$ cat src/rtl/core/tdca_pkg.sv
// ---------------------------------------------------------------------------
// tdca_pkg
// Shared types, widths and codes of the dihedral copy address generator.
// ---------------------------------------------------------------------------
package tdca_pkg;

    // Field widths
    localparam int IDX_W       = 24;
    localparam int DATA_W      = 32;
    localparam int BATCH_CFG_W = 9;
    localparam int SIDE_CFG_W  = 6;
    localparam int CHAN_CFG_W  = 7;
    localparam int SYM_W       = 3;

    // Configuration bus
    localparam int APB_DATA_W = 32;
    localparam int APB_ADDR_W = 5;

    // Default size limits
    localparam int DEF_MAX_BATCH    = 256;
    localparam int DEF_MAX_SIDE     = 32;
    localparam int DEF_MAX_CHANNELS = 64;

    // Symmetry code bits
    localparam logic [SYM_W-1:0] SYM_TRANSPOSE = 3'h4;
    localparam logic [SYM_W-1:0] SYM_FLIP_X    = 3'h2;
    localparam logic [SYM_W-1:0] SYM_FLIP_Y    = 3'h1;

    // Register map, word index
    typedef enum logic [2:0] {
        REG_BATCH_COUNT  = 3'd0,
        REG_HEIGHT       = 3'd1,
        REG_WIDTH        = 3'd2,
        REG_CHANNELS     = 3'd3,
        REG_CHANNEL_LAST = 3'd4,
        REG_SYMMETRY     = 3'd5,
        REG_REVERSE_MODE = 3'd6
    } reg_idx_t;

    // Decoded operating mode
    typedef struct packed {
        logic channel_last;
        logic tr;
        logic fx;
        logic fy;
    } mode_t;

    // Bits needed for a counter that runs 0 .. maxv-1
    function automatic int ctr_w(input int maxv);
        return (maxv > 1) ? $clog2(maxv) : 1;
    endfunction

endpackage

$ cat src/rtl/core/tensor_dihedral_copy_addresser_top.sv
// ---------------------------------------------------------------------------
// tensor_dihedral_copy_addresser_top
// Destination address generator for flip/transpose tensor copies.
// ---------------------------------------------------------------------------
// Takes one element per clock in source order while in_stall is low and
// returns its destination index under the programmed symmetry with the
// value passed through. A new request is accepted every cycle that
// in_stall is low; the result passes through the position stage and then
// the three chained multiply-add stages of the index computation. in_stall
// rises only when all four stages hold results and out_stall is high.
// Program the registers only while no requests are in flight.
// ---------------------------------------------------------------------------
module tensor_dihedral_copy_addresser_top
    import tdca_pkg::*;
#(
    parameter int MAX_BATCH    = DEF_MAX_BATCH,
    parameter int MAX_SIDE     = DEF_MAX_SIDE,
    parameter int MAX_CHANNELS = DEF_MAX_CHANNELS
)
(
    input  logic                  clk,
    input  logic                  rst_n,
    input  logic                  psel,
    input  logic                  penable,
    input  logic                  pwrite,
    input  logic [APB_ADDR_W-1:0] paddr,
    input  logic [APB_DATA_W-1:0] pwdata,
    output logic [APB_DATA_W-1:0] prdata,
    output logic                  pready,
    input  logic                  in_valid,
    output logic                  in_stall,
    input  logic [DATA_W-1:0]     data_in,
    output logic                  out_valid,
    input  logic                  out_stall,
    output logic [IDX_W-1:0]      dest_index,
    output logic [DATA_W-1:0]     value_out,
    output logic                  last_item
);

    localparam int NB_W = $clog2(MAX_BATCH + 1);
    localparam int NS_W = $clog2(MAX_SIDE + 1);
    localparam int NC_W = $clog2(MAX_CHANNELS + 1);
    localparam int CB_W = ctr_w(MAX_BATCH);

    logic [NB_W-1:0]   nb;
    logic [NS_W-1:0]   nh, nw;
    logic [NC_W-1:0]   nc;
    mode_t             mode;
    logic              s1_valid, s1_last, s2_ready;
    logic [CB_W-1:0]   s1_b;
    logic [IDX_W-1:0]  s1_x, s1_y, s1_z;
    logic [DATA_W-1:0] s1_value;

    // Configuration registers
    tdca_cfg #(
        .MAX_BATCH    (MAX_BATCH),
        .MAX_SIDE     (MAX_SIDE),
        .MAX_CHANNELS (MAX_CHANNELS)
    ) u_cfg (
        .clk     (clk),
        .rst_n   (rst_n),
        .psel    (psel),
        .penable (penable),
        .pwrite  (pwrite),
        .paddr   (paddr),
        .pwdata  (pwdata),
        .prdata  (prdata),
        .pready  (pready),
        .nb      (nb),
        .nh      (nh),
        .nw      (nw),
        .nc      (nc),
        .mode    (mode)
    );

    // Position counters and coordinate stage
    tdca_coord #(
        .MAX_BATCH    (MAX_BATCH),
        .MAX_SIDE     (MAX_SIDE),
        .MAX_CHANNELS (MAX_CHANNELS)
    ) u_coord (
        .clk      (clk),
        .rst_n    (rst_n),
        .in_valid (in_valid),
        .data_in  (data_in),
        .in_stall (in_stall),
        .s2_ready (s2_ready),
        .nb       (nb),
        .nh       (nh),
        .nw       (nw),
        .nc       (nc),
        .mode     (mode),
        .s1_valid (s1_valid),
        .s1_b     (s1_b),
        .s1_x     (s1_x),
        .s1_y     (s1_y),
        .s1_z     (s1_z),
        .s1_value (s1_value),
        .s1_last  (s1_last)
    );

    // Index multiply-add pipeline
    tdca_index #(
        .MAX_BATCH    (MAX_BATCH),
        .MAX_SIDE     (MAX_SIDE),
        .MAX_CHANNELS (MAX_CHANNELS)
    ) u_index (
        .clk        (clk),
        .rst_n      (rst_n),
        .s1_valid   (s1_valid),
        .s1_b       (s1_b),
        .s1_x       (s1_x),
        .s1_y       (s1_y),
        .s1_z       (s1_z),
        .s1_value   (s1_value),
        .s1_last    (s1_last),
        .s2_ready   (s2_ready),
        .nh         (nh),
        .nw         (nw),
        .nc         (nc),
        .mode       (mode),
        .out_valid  (out_valid),
        .out_stall  (out_stall),
        .dest_index (dest_index),
        .value_out  (value_out),
        .last_item  (last_item)
    );

    // Input back-pressure only comes from a stalled, full output
    a_stall_from_output: assert property (
        @(posedge clk) disable iff (!rst_n)
        in_stall |-> (out_valid && out_stall)
    ) else $error("in_stall raised without a stalled output");

    // Every accepted request lands in the coordinate stage
    a_accept_fills_s1: assert property (
        @(posedge clk) disable iff (!rst_n)
        $past(in_valid && !in_stall && rst_n) |-> s1_valid
    ) else $error("accepted request missing from coordinate stage");

endmodule

$ cat src/rtl/core/tdca_cfg.sv
// ---------------------------------------------------------------------------
// tdca_cfg
// Register file on the APB port; clamps sizes and decodes the symmetry mode.
// ---------------------------------------------------------------------------
module tdca_cfg
    import tdca_pkg::*;
#(
    parameter int MAX_BATCH    = DEF_MAX_BATCH,
    parameter int MAX_SIDE     = DEF_MAX_SIDE,
    parameter int MAX_CHANNELS = DEF_MAX_CHANNELS,
    localparam int NB_W = $clog2(MAX_BATCH + 1),
    localparam int NS_W = $clog2(MAX_SIDE + 1),
    localparam int NC_W = $clog2(MAX_CHANNELS + 1)
)
(
    input  logic                  clk,
    input  logic                  rst_n,
    input  logic                  psel,
    input  logic                  penable,
    input  logic                  pwrite,
    input  logic [APB_ADDR_W-1:0] paddr,
    input  logic [APB_DATA_W-1:0] pwdata,
    output logic [APB_DATA_W-1:0] prdata,
    output logic                  pready,
    output logic [NB_W-1:0]       nb,
    output logic [NS_W-1:0]       nh,
    output logic [NS_W-1:0]       nw,
    output logic [NC_W-1:0]       nc,
    output mode_t                 mode
);

    logic [BATCH_CFG_W-1:0] batch_count_reg;
    logic [SIDE_CFG_W-1:0]  height_reg;
    logic [SIDE_CFG_W-1:0]  width_reg;
    logic [CHAN_CFG_W-1:0]  channels_reg;
    logic                   channel_last_reg;
    logic [SYM_W-1:0]       symmetry_reg;
    logic                   reverse_mode_reg;

    logic     wr_en;
    reg_idx_t reg_sel;
    logic     tr;
    logic     fx_raw;
    logic     fy_raw;

    assign pready  = 1'b1;
    assign wr_en   = psel && penable && pwrite;
    assign reg_sel = reg_idx_t'(paddr[4:2]);

    // Register writes
    always_ff @(posedge clk or negedge rst_n)
    begin
        if (!rst_n)
        begin
            batch_count_reg  <= BATCH_CFG_W'(1);
            height_reg       <= SIDE_CFG_W'(1);
            width_reg        <= SIDE_CFG_W'(1);
            channels_reg     <= CHAN_CFG_W'(1);
            channel_last_reg <= 1'b0;
            symmetry_reg     <= '0;
            reverse_mode_reg <= 1'b0;
        end
        else if (wr_en)
        begin
            case (reg_sel)
                REG_BATCH_COUNT:  batch_count_reg  <= pwdata[BATCH_CFG_W-1:0];
                REG_HEIGHT:       height_reg       <= pwdata[SIDE_CFG_W-1:0];
                REG_WIDTH:        width_reg        <= pwdata[SIDE_CFG_W-1:0];
                REG_CHANNELS:     channels_reg     <= pwdata[CHAN_CFG_W-1:0];
                REG_CHANNEL_LAST: channel_last_reg <= pwdata[0];
                REG_SYMMETRY:     symmetry_reg     <= pwdata[SYM_W-1:0];
                REG_REVERSE_MODE: reverse_mode_reg <= pwdata[0];
                default:          ;
            endcase
        end
    end

    // Read back
    always_comb
    begin
        case (reg_sel)
            REG_BATCH_COUNT:  prdata = APB_DATA_W'(batch_count_reg);
            REG_HEIGHT:       prdata = APB_DATA_W'(height_reg);
            REG_WIDTH:        prdata = APB_DATA_W'(width_reg);
            REG_CHANNELS:     prdata = APB_DATA_W'(channels_reg);
            REG_CHANNEL_LAST: prdata = APB_DATA_W'(channel_last_reg);
            REG_SYMMETRY:     prdata = APB_DATA_W'(symmetry_reg);
            REG_REVERSE_MODE: prdata = APB_DATA_W'(reverse_mode_reg);
            default:          prdata = '0;
        endcase
    end

    // Size clamping: zero counts as one, anything above the limit as the limit
    always_comb
    begin
        if (batch_count_reg == '0)
            nb = NB_W'(1);
        else if (32'(batch_count_reg) > 32'(MAX_BATCH))
            nb = NB_W'(MAX_BATCH);
        else
            nb = NB_W'(batch_count_reg);

        if (height_reg == '0)
            nh = NS_W'(1);
        else if (32'(height_reg) > 32'(MAX_SIDE))
            nh = NS_W'(MAX_SIDE);
        else
            nh = NS_W'(height_reg);

        if (width_reg == '0)
            nw = NS_W'(1);
        else if (32'(width_reg) > 32'(MAX_SIDE))
            nw = NS_W'(MAX_SIDE);
        else
            nw = NS_W'(width_reg);

        if (channels_reg == '0)
            nc = NC_W'(1);
        else if (32'(channels_reg) > 32'(MAX_CHANNELS))
            nc = NC_W'(MAX_CHANNELS);
        else
            nc = NC_W'(channels_reg);
    end

    // Symmetry decode; transpose applies only when height equals width, and forward transpose swaps the flips
    assign tr     = ((symmetry_reg & SYM_TRANSPOSE) != '0) && (nh == nw);
    assign fx_raw = (symmetry_reg & SYM_FLIP_X) != '0;
    assign fy_raw = (symmetry_reg & SYM_FLIP_Y) != '0;

    always_comb
    begin
        mode.channel_last = channel_last_reg;
        mode.tr           = tr;
        if (tr && !reverse_mode_reg)
        begin
            mode.fx = fy_raw;
            mode.fy = fx_raw;
        end
        else
        begin
            mode.fx = fx_raw;
            mode.fy = fy_raw;
        end
    end

endmodule

$ cat src/rtl/core/tdca_coord.sv
// ---------------------------------------------------------------------------
// tdca_coord
// Source position counters and the first pipeline stage: mirrored and
// transposed coordinates in Horner order for the active layout.
// ---------------------------------------------------------------------------
module tdca_coord
    import tdca_pkg::*;
#(
    parameter int MAX_BATCH    = DEF_MAX_BATCH,
    parameter int MAX_SIDE     = DEF_MAX_SIDE,
    parameter int MAX_CHANNELS = DEF_MAX_CHANNELS,
    localparam int NB_W = $clog2(MAX_BATCH + 1),
    localparam int NS_W = $clog2(MAX_SIDE + 1),
    localparam int NC_W = $clog2(MAX_CHANNELS + 1),
    localparam int CB_W = ctr_w(MAX_BATCH),
    localparam int CS_W = ctr_w(MAX_SIDE),
    localparam int CC_W = ctr_w(MAX_CHANNELS)
)
(
    input  logic              clk,
    input  logic              rst_n,
    input  logic              in_valid,
    input  logic [DATA_W-1:0] data_in,
    output logic              in_stall,
    input  logic              s2_ready,
    input  logic [NB_W-1:0]   nb,
    input  logic [NS_W-1:0]   nh,
    input  logic [NS_W-1:0]   nw,
    input  logic [NC_W-1:0]   nc,
    input  mode_t             mode,
    output logic              s1_valid,
    output logic [CB_W-1:0]   s1_b,
    output logic [IDX_W-1:0]  s1_x,
    output logic [IDX_W-1:0]  s1_y,
    output logic [IDX_W-1:0]  s1_z,
    output logic [DATA_W-1:0] s1_value,
    output logic              s1_last
);

    logic [CB_W-1:0] b_reg,  b_next;
    logic [CS_W-1:0] r_reg,  r_next;
    logic [CS_W-1:0] c_reg,  c_next;
    logic [CC_W-1:0] ch_reg, ch_next;

    logic              s1_valid_reg;
    logic [CB_W-1:0]   s1_b_reg;
    logic [IDX_W-1:0]  s1_x_reg, s1_y_reg, s1_z_reg;
    logic [DATA_W-1:0] s1_value_reg;
    logic              s1_last_reg;

    logic             accept;
    logic             wrap_b, wrap_r, wrap_c, wrap_ch;
    logic [CB_W-1:0]  b_inc;
    logic [CS_W-1:0]  r_inc, c_inc;
    logic [CC_W-1:0]  ch_inc;
    logic [CS_W-1:0]  row_src, col_src;
    logic [IDX_W-1:0] rr, cc;

    assign in_stall = s1_valid_reg && !s2_ready;
    assign accept   = in_valid && !in_stall;

    // A counter wraps when it is at or above its size minus one
    assign wrap_b  = (32'(b_reg)  + 32'd1) >= 32'(nb);
    assign wrap_r  = (32'(r_reg)  + 32'd1) >= 32'(nh);
    assign wrap_c  = (32'(c_reg)  + 32'd1) >= 32'(nw);
    assign wrap_ch = (32'(ch_reg) + 32'd1) >= 32'(nc);

    assign b_inc  = wrap_b  ? '0 : CB_W'(b_reg + 1'b1);
    assign r_inc  = wrap_r  ? '0 : CS_W'(r_reg + 1'b1);
    assign c_inc  = wrap_c  ? '0 : CS_W'(c_reg + 1'b1);
    assign ch_inc = wrap_ch ? '0 : CC_W'(ch_reg + 1'b1);

    // Counter stepping in layout order
    always_comb
    begin
        b_next  = b_reg;
        r_next  = r_reg;
        c_next  = c_reg;
        ch_next = ch_reg;
        if (mode.channel_last)
        begin
            ch_next = ch_inc;
            if (wrap_ch)
                c_next = c_inc;
            if (wrap_ch && wrap_c)
                r_next = r_inc;
            if (wrap_ch && wrap_c && wrap_r)
                b_next = b_inc;
        end
        else
        begin
            c_next = c_inc;
            if (wrap_c)
                r_next = r_inc;
            if (wrap_c && wrap_r)
                ch_next = ch_inc;
            if (wrap_c && wrap_r && wrap_ch)
                b_next = b_inc;
        end
    end

    always_ff @(posedge clk or negedge rst_n)
    begin
        if (!rst_n)
        begin
            b_reg  <= '0;
            r_reg  <= '0;
            c_reg  <= '0;
            ch_reg <= '0;
        end
        else if (accept)
        begin
            b_reg  <= b_next;
            r_reg  <= r_next;
            c_reg  <= c_next;
            ch_reg <= ch_next;
        end
    end

    // Destination row and column, modulo 2^24
    assign row_src = mode.tr ? c_reg : r_reg;
    assign col_src = mode.tr ? r_reg : c_reg;
    assign rr = mode.fy ? IDX_W'(nh) - IDX_W'(1) - IDX_W'(row_src) : IDX_W'(row_src);
    assign cc = mode.fx ? IDX_W'(nw) - IDX_W'(1) - IDX_W'(col_src) : IDX_W'(col_src);

    // Stage 1 register
    always_ff @(posedge clk or negedge rst_n)
    begin
        if (!rst_n)
            s1_valid_reg <= 1'b0;
        else if (!s1_valid_reg || s2_ready)
            s1_valid_reg <= in_valid;
    end

    always_ff @(posedge clk)
    begin
        if (accept)
        begin
            s1_b_reg     <= b_reg;
            s1_value_reg <= data_in;
            s1_last_reg  <= wrap_b && wrap_r && wrap_c && wrap_ch;
            if (mode.channel_last)
            begin
                s1_x_reg <= rr;
                s1_y_reg <= cc;
                s1_z_reg <= IDX_W'(ch_reg);
            end
            else
            begin
                s1_x_reg <= IDX_W'(ch_reg);
                s1_y_reg <= rr;
                s1_z_reg <= cc;
            end
        end
    end

    assign s1_valid = s1_valid_reg;
    assign s1_b     = s1_b_reg;
    assign s1_x     = s1_x_reg;
    assign s1_y     = s1_y_reg;
    assign s1_z     = s1_z_reg;
    assign s1_value = s1_value_reg;
    assign s1_last  = s1_last_reg;

endmodule

$ cat src/rtl/core/tdca_index.sv
// ---------------------------------------------------------------------------
// tdca_index
// Three multiply-add stages forming ((b*A + x)*B + y)*C + z, the last of
// which is the output register.
// ---------------------------------------------------------------------------
module tdca_index
    import tdca_pkg::*;
#(
    parameter int MAX_BATCH    = DEF_MAX_BATCH,
    parameter int MAX_SIDE     = DEF_MAX_SIDE,
    parameter int MAX_CHANNELS = DEF_MAX_CHANNELS,
    localparam int NS_W = $clog2(MAX_SIDE + 1),
    localparam int NC_W = $clog2(MAX_CHANNELS + 1),
    localparam int CB_W = ctr_w(MAX_BATCH)
)
(
    input  logic              clk,
    input  logic              rst_n,
    input  logic              s1_valid,
    input  logic [CB_W-1:0]   s1_b,
    input  logic [IDX_W-1:0]  s1_x,
    input  logic [IDX_W-1:0]  s1_y,
    input  logic [IDX_W-1:0]  s1_z,
    input  logic [DATA_W-1:0] s1_value,
    input  logic              s1_last,
    output logic              s2_ready,
    input  logic [NS_W-1:0]   nh,
    input  logic [NS_W-1:0]   nw,
    input  logic [NC_W-1:0]   nc,
    input  mode_t             mode,
    output logic              out_valid,
    input  logic              out_stall,
    output logic [IDX_W-1:0]  dest_index,
    output logic [DATA_W-1:0] value_out,
    output logic              last_item
);

    logic              s2_valid_reg;
    logic [IDX_W-1:0]  s2_t_reg, s2_y_reg, s2_z_reg;
    logic [DATA_W-1:0] s2_value_reg;
    logic              s2_last_reg;

    logic              s3_valid_reg;
    logic [IDX_W-1:0]  s3_t_reg, s3_z_reg;
    logic [DATA_W-1:0] s3_value_reg;
    logic              s3_last_reg;

    logic              out_valid_reg;
    logic [IDX_W-1:0]  dest_index_reg;
    logic [DATA_W-1:0] value_out_reg;
    logic              last_item_reg;

    logic             out_ready, s3_ready;
    logic [IDX_W-1:0] mul_a, mul_b, mul_c;

    // Back-pressure chain; empty stages always accept
    assign out_ready = !out_valid_reg || !out_stall;
    assign s3_ready  = !s3_valid_reg || out_ready;
    assign s2_ready  = !s2_valid_reg || s3_ready;

    // Strides per layout: NHWC uses H, W, C; NCHW uses C, H, W
    assign mul_a = mode.channel_last ? IDX_W'(nh) : IDX_W'(nc);
    assign mul_b = mode.channel_last ? IDX_W'(nw) : IDX_W'(nh);
    assign mul_c = mode.channel_last ? IDX_W'(nc) : IDX_W'(nw);

    // Valid bits
    always_ff @(posedge clk or negedge rst_n)
    begin
        if (!rst_n)
        begin
            s2_valid_reg  <= 1'b0;
            s3_valid_reg  <= 1'b0;
            out_valid_reg <= 1'b0;
        end
        else
        begin
            if (s2_ready)
                s2_valid_reg <= s1_valid;
            if (s3_ready)
                s3_valid_reg <= s2_valid_reg;
            if (out_ready)
                out_valid_reg <= s3_valid_reg;
        end
    end

    // Stage 2: b*A + x
    always_ff @(posedge clk)
    begin
        if (s2_ready && s1_valid)
        begin
            s2_t_reg     <= IDX_W'(IDX_W'(s1_b) * mul_a) + s1_x;
            s2_y_reg     <= s1_y;
            s2_z_reg     <= s1_z;
            s2_value_reg <= s1_value;
            s2_last_reg  <= s1_last;
        end
    end

    // Stage 3: t*B + y
    always_ff @(posedge clk)
    begin
        if (s3_ready && s2_valid_reg)
        begin
            s3_t_reg     <= IDX_W'(s2_t_reg * mul_b) + s2_y_reg;
            s3_z_reg     <= s2_z_reg;
            s3_value_reg <= s2_value_reg;
            s3_last_reg  <= s2_last_reg;
        end
    end

    // Output register: t*C + z
    always_ff @(posedge clk)
    begin
        if (out_ready && s3_valid_reg)
        begin
            dest_index_reg <= IDX_W'(s3_t_reg * mul_c) + s3_z_reg;
            value_out_reg  <= s3_value_reg;
            last_item_reg  <= s3_last_reg;
        end
    end

    assign out_valid  = out_valid_reg;
    assign dest_index = dest_index_reg;
    assign value_out  = value_out_reg;
    assign last_item  = last_item_reg;

endmodule
$ cat config.mk
export PLATFORM = sky130hd
export DESIGN_NAME = tensor_dihedral_copy_addresser_top
export DESIGN_NICKNAME = d
export VERILOG_FILES = /design/src/rtl/core/tdca_pkg.sv /design/src/rtl/core/tensor_dihedral_copy_addresser_top.sv /design/src/rtl/core/tdca_cfg.sv /design/src/rtl/core/tdca_coord.sv /design/src/rtl/core/tdca_index.sv
export SDC_FILE = /design/constraint.sdc
export NUM_CORES = 1
export LEC_CHECK = 0
export ABC_AREA = 1
export BUFFER_PORTS_ARGS = -buffer_cell sky130_fd_sc_hd__buf_2
export CAP_MARGIN = 40
export CORE_MARGIN = 2
export CORE_UTILIZATION = 60
export CTS_CLUSTER_DIAMETER = 120
export DETAILED_ROUTE_END_ITERATION = 10
export GPL_ROUTABILITY_DRIVEN = 0
export PLACE_DENSITY = 0.9
export SYNTH_ARGS = -nofsm -noshare
export SYNTH_HDL_FRONTEND = slang
export SYNTH_SLANG_ARGS = --single-unit
$ cat constraint.sdc
create_clock -name clk -period 16.6 [get_ports clk]
set_clock_uncertainty 0.05 [all_clocks]
set_input_delay 4.98 -clock clk [delete_from_list [all_inputs] [get_ports clk]]
set_output_delay 4.98 -clock clk [all_outputs]
set_load 0.03 [all_outputs]
# Word-level counts from Yosys, hierarchy flattened
# Index checks and enable logic that the tools add are counted.
[classes] reduce_logical=47 eq_ne=10 magnitude_cmp=8 mux=34 multipliers=3 n_addsub=15
[ops] cell="adder 24 bit" n=3
[ops] cell="2-to-1 mux 24 bit" n=3
[ops] cell=">= comparator 32 x 6 -> 1 bit" n=2
[ops] cell="one-hot mux 9 bit (7 select lines)" n=1
[ops] cell="2-to-1 mux 6 bit" n=10
[ops] cell="multiplier 24 x 24 -> 24 bit" n=2
[ops] cell="subtractor 24 x 5 -> 24 bit" n=2
[ops] cell="2-to-1 mux 5 bit" n=9
[ops] cell=">= comparator 32 x 7 -> 1 bit" n=1
[ops] cell=">= comparator 32 x 9 -> 1 bit" n=1
[ops] cell="2-to-1 mux 8 bit" n=4
[ops] cell="2-to-1 mux 7 bit" n=4
[ops] cell="multiplier 8 x 24 -> 24 bit" n=1
[ops] cell="2-to-1 mux 9 bit" n=2
[ops] cell="AND reduction 2 bit" n=9
[ops] cell="logical AND 1 bit" n=16
[ops] cell="subtractor 6 x 1 -> 7 bit (second input constant)" n=2
[ops] cell="adder 5 x 1 -> 6 bit (second input constant)" n=2
[ops] cell="> comparator 6 bit (second input constant)" n=2
[ops] cell="zero test 6 bit" n=2
[ops] cell="adder 5 x 1 -> 5 bit (second input constant)" n=2
[ops] cell="adder 8 x 1 -> 9 bit (second input constant)" n=1
[ops] cell="== test 3 bit (second input constant)" n=3
[ops] cell="> comparator 9 bit (second input constant)" n=1
[ops] cell="other kinds (16)" n=32
[word_totals] regBits=417 out_inout_bits=92 inputBits=76 word_cells=152

# Depth between registers and ports, before layout
[depth] word_depth=9 ltp_mapped=29 ltp_nobuf=27

# Cells and area by module
# Synthesis repeated with hierarchy kept, for this count alone.
[hier_totals] cells_unflattened=2935 area_unflattened_um2=27966.8
[by_module_without_submodules] module="tdca_index" instances=1 area_each_um2=19570.0 cells_each=1959
[by_module_without_submodules] module="tdca_coord" instances=1 area_each_um2=6319.8 cells_each=682
[by_module_without_submodules] module="tdca_cfg" instances=1 area_each_um2=2077.0 cells_each=294

# Worst setup path after synthesis
# Ideal clock, no wire load.
[synth_timing] path_kind="input-to-output" from="in paddr[4]" to="out prdata[4]" stages=5 n_path_buf=1 setup_slack_ps=5501 arrival_time_ps=6069 path_cell_list="clkbuf_1 > nor3_1 > inv_1 > o22ai_1 > a221o_1"
[synth_via] elab_chain_cells=2 word_cells_on_any_way=8 classes_between="eq/ne: 6; mux: 1; reduce/logical: 1"
[synth_rtl] element="start: declaration" line="tensor_dihedral_copy_addresser_top.sv:26" text="input logic [APB_ADDR_W-1:0] paddr,"
[synth_rtl] element="== test 3 bit, or another cell as far along" line="tdca_cfg.sv:81" text="case (reg_sel)"
[synth_rtl] element="one-hot mux 9 bit (7 select lines) (*)" line="tdca_cfg.sv:81"
[synth_rtl] element="end: declaration" line="tensor_dihedral_copy_addresser_top.sv:28" text="output logic [APB_DATA_W-1:0] prdata,"
# Every way passes the cells marked *; elsewhere a longest branch is shown, timed or not.

# Worst setup path after layout
[layout_timing] from="in out_stall" to="out in_stall"
[layout_via] elab_chain_cells=6
[layout_rtl] element="start: declaration" line="tensor_dihedral_copy_addresser_top.sv:34" text="input logic out_stall,"
[layout_rtl] element="zero test 1 bit" line="tdca_index.sv:57" text="assign out_ready = !out_valid_reg || !out_stall;"
[layout_rtl] element="logical OR 1 bit" line="tdca_index.sv:57"
[layout_rtl] element="logical OR 1 bit" line="tdca_index.sv:58" text="assign s3_ready = !s3_valid_reg || out_ready;"
[layout_rtl] element="logical OR 1 bit" line="tdca_index.sv:59" text="assign s2_ready = !s2_valid_reg || s3_ready;"
[layout_rtl] element="zero test 1 bit" line="tdca_coord.sv:59" text="assign in_stall = s1_valid_reg && !s2_ready;"
[layout_rtl] element="logical AND 1 bit" line="tdca_coord.sv:59"
[layout_rtl] element="end: declaration" line="tensor_dihedral_copy_addresser_top.sv:31" text="output logic in_stall,"
# No other way between the ends.

==> impl_metrics.tcl <==
set metrics [dict create \
    drt_iter0_drc 2050 \
    endpoint_kind "primary output" \
    worst_slew_margin_rel_pct 39.5 \
    post_synth_inst_count 2800 \
    remaining_global_route_overflow 0 \
    crit_path_cell_trace "buf_2, nand2_1, nor2_1, inv_1, nor2_1, inv_1, nor2_1, buf_2" \
    wl_met2_mm 31.4 \
    critical_path_arrival_ns 6.42 \
    clock_tree.htree_level_count 2 \
    max_transition_viols_final 0 \
    postLayoutSetupSlackWorst_ns 5.15 \
    via_count 20200 \
    timing_worst_slew_pin_value_ns 0.907 \
    detail-route-antenna-nets 0 \
    port-buffer-count 118 \
    clock_sinks 381 \
    finalHoldViolCount 0 \
    die_area_um2 47400 \
    count_of_unique_library_cells_instantiated_by_yosys 57 \
    clk_root_buffer_cell "sky130_fd_sc_hd__clkbuf_16" \
    fin_crit_period_ns 11.45 \
    critical_path.most_common_cell "sky130_fd_sc_hd__nor2_1" \
    cell_area_after_synthesis_um2 27400 \
    maxCapViolCount 0 \
    syn_to_final_growth_pct 9.39 \
    finalCoreUtilization_pct 66.3 \
    fp.dieW_um 218 \
    routed_wirelength_mm 64.4 \
    clock_latency_ns 0.59 \
    hpwl_mm 48.3 \
    setup_violations 0 \
    worst-setup-path-type "input pin to primary output" \
    drc_violations_left 0 \
    cts.reportedPaths.clkPinSlew_ns 0.06 \
    ctsLongestPathBuffers 3 \
    run_status "complete, no violations" \
    synth_edf_count 320 \
    required_ns 11.57 \
    antenna_found_initial 1 \
    final.setup.tns_ns 0 \
    synth-async-reset-ratio_pct 16.0 \
    starting_utilization_of_the_core_area_pct 60.6 \
    crit_slowest_cell "sky130_fd_sc_hd__nor2_1" \
    grt_setup_unrepaired "false" \
    synthesis.area_per_instance_um2 9.79 \
    total_of_cells_resized_after_clock_tree_synthesis 0 \
    grt_first_pass_wirelength_mm 103 \
    met3_wirelength_mm 5.80 \
    timing.final.crit_share_pct 69.0 \
    m1WireLength_mm 23.9 \
    max_freq_ghz 0.0874 \
    cts-hold-fix-buffers 0 \
    highest-signal-layer "met5" \
    design.core.area_um2 45200 \
    fp.dieH_um 218 \
    detail_route.wl_per_cell_um 18.1 \
    synth-seq-area-share_pct 40.7 \
    ios 168 \
    drt_pass1_iterations 6 \
    worstHoldPathType "register to register" \
    worstSetupStartpointType "input pin" \
    placement_rows 78 \
    fin_nets 3412 \
    grt_pass1_vias 20400 \
    cts_post_setup_buffers_inserted 0 \
    synth_seq_cells 381 \
    worstPathMaxFanout 3 \
    count_of_yosys_warnings_during_synthesis 0 \
    final_layout_size_suffix_gt1_share_pct 9.02 \
    synth_ff_type "sky130_fd_sc_hd__edfxtp_1" \
    number_of_buffers_inserted_during_clock_tree_synthesis 41 \
    detail_route.vias_per_cell 5.67 \
    cts_tree "done" \
    grtUsageTotal_pct 27.7 \
    place_worst_setup_slack_ns 5.16 \
    grt_start_max_net_pins 75 \
    critPathMaxStageDelay_ns 0.48 \
]
metrics by stage:
step / cells / instance area, um2 / hold WS [ns]
floorplan: 2822 / 27500 / 0.350
global placement: 3481 / 28500 / 0.350
detailed placement: 3484 / 28600 / 0.355
CTS: 3560 / 30000 / 0.365
global route: 3560 / 30000 / 0.372
finish: 3561 / 30000 / 0.363
critical path, delay by kind of cell:
kind,cells,cell delay [ns]
simple gates,4,0.84
buf+inv,4,0.59
cells in the mapped netlist, types with 3 or more instances:
| library cell | count | area share [%] |
|---|---|---|
| sky130_fd_sc_hd__xnor2_1 | 26 | 0.83 |
| sky130_fd_sc_hd__clkbuf_1 | 27 | 0.37 |
| sky130_fd_sc_hd__clkinv_1 | 3 | 0.041 |
| sky130_fd_sc_hd__o21ai_0 | 106 | 1.9 |
| sky130_fd_sc_hd__buf_2 | 5 | 0.091 |
| sky130_fd_sc_hd__inv_1 | 560 | 7.7 |
| sky130_fd_sc_hd__xor2_1 | 61 | 1.9 |
| sky130_fd_sc_hd__a21boi_0 | 3 | 0.082 |
| sky130_fd_sc_hd__nor2_1 | 324 | 4.4 |
| sky130_fd_sc_hd__nand2_4 | 12 | 0.49 |
| sky130_fd_sc_hd__nor3_2 | 5 | 0.18 |
| sky130_fd_sc_hd__nor2_2 | 4 | 0.091 |
| sky130_fd_sc_hd__a221oi_1 | 5 | 0.16 |
| sky130_fd_sc_hd__nand2_2 | 13 | 0.30 |
| sky130_fd_sc_hd__inv_2 | 3 | 0.041 |
| sky130_fd_sc_hd__o21ai_2 | 5 | 0.16 |
| sky130_fd_sc_hd__nand4_1 | 12 | 0.27 |
| sky130_fd_sc_hd__o21bai_1 | 7 | 0.19 |
| sky130_fd_sc_hd__nor3b_1 | 3 | 0.082 |
| sky130_fd_sc_hd__o22ai_1 | 5 | 0.11 |
| sky130_fd_sc_hd__nand2_1 | 479 | 6.6 |
| sky130_fd_sc_hd__o31ai_1 | 5 | 0.14 |
| sky130_fd_sc_hd__a221o_1 | 3 | 0.11 |
| sky130_fd_sc_hd__buf_1 | 3 | 0.041 |
| sky130_fd_sc_hd__dfstp_2 | 4 | 0.38 |
| sky130_fd_sc_hd__or2_2 | 4 | 0.091 |
| sky130_fd_sc_hd__a21oi_1 | 86 | 1.6 |
| sky130_fd_sc_hd__dfrtp_1 | 57 | 5.2 |
| sky130_fd_sc_hd__o21ai_1 | 14 | 0.26 |
| sky130_fd_sc_hd__buf_6 | 5 | 0.21 |
| sky130_fd_sc_hd__edfxtp_1 | 320 | 35 |
| sky130_fd_sc_hd__a21o_1 | 8 | 0.22 |
| sky130_fd_sc_hd__nand3b_1 | 8 | 0.22 |
| sky130_fd_sc_hd__nand3_1 | 117 | 2.1 |
| sky130_fd_sc_hd__fa_1 | 255 | 19 |
| sky130_fd_sc_hd__o21ai_4 | 3 | 0.18 |
| sky130_fd_sc_hd__buf_4 | 26 | 0.71 |
| sky130_fd_sc_hd__ha_1 | 154 | 7.0 |
| sky130_fd_sc_hd__a31oi_1 | 7 | 0.16 |
| sky130_fd_sc_hd__o21a_1 | 3 | 0.082 |
| sky130_fd_sc_hd__nor3_1 | 21 | 0.38 |
| sky130_fd_sc_hd__o211ai_1 | 3 | 0.082 |
| sky130_fd_sc_hd__nor4_1 | 6 | 0.14 |
cell families after synthesis:
group	count (synthesis)	synth area share (%)
AO/OA/AOI/OAI	268	5.59
other	2	0.0274
AND/OR/NAND/NOR	1017	15.9
adder cells (fa/ha/maj)	409	25.7
buffers and inverters	635	9.29
flip-flops	381	40.7
XOR/XNOR	88	2.84
placed cells by master, fill, tap and decap left out, drive strengths merged, types with 5 or more instances in the layout:
cell	n
xor2	61
buf	129
clkinv	19
nand2	504
o22ai	5
nand4	14
nor3	27
xnor2	27
clkbuf	47
nand3b	8
edfxtp	320
dfrtp	57
o21ai	128
nor2	330
inv	569
a31oi	7
a221oi	5
nor4	6
a21o	8
clkinvlp	5
conb	24
a21oi	86
ha	154
nand3	119
fa	255
o31ai	5
o21bai	7
routing by layer:
| metal | vias up | global-route usage [%] |
|---|---|---|
| li1 | 9086 | - |
| met1 | 9700 | 34.6 |
| met2 | 1149 | 47.3 |
| met3 | 240 | 4.30 |
| met4 | 2 | 13.4 |
| met5 | - | 0 |
path summary, 6_finish.rpt:
check	start	to	slack [ns]	cells past startpoint
max in group asynchronous	rst_n	u_cfg.channel_last_reg	11.43	2
min in group asynchronous	rst_n	u_cfg.batch_count_reg[7]	4.51	2
setup reg to reg	u_cfg.channels_reg[6]	u_index.dest_index[23]	9.72	23
hold reg to reg	u_index.s2_value_reg[3]	u_index.s3_value_reg[3]	0.36	0
setup / recovery	out_stall	in_stall	5.15	8
hold / removal	u_index.s2_value_reg[3]	u_index.s3_value_reg[3]	0.36	0
area by class of cell:
type                            count  area, um2
Antenna cell                        1       2.50
Clock buffer                       47       1090
Clock inverter                     29        314
Fill cell                        3147      15200
Inverter                          568       2140
Multi-Input combinational cell   1806      13800
Sequential cell                   381      11100
Tap cell                          600        751
Timing Repair Buffer              129        713
Power is not shown: default switching activity piles up to over one toggle a cycle in this logic, so the estimate is an artifact.
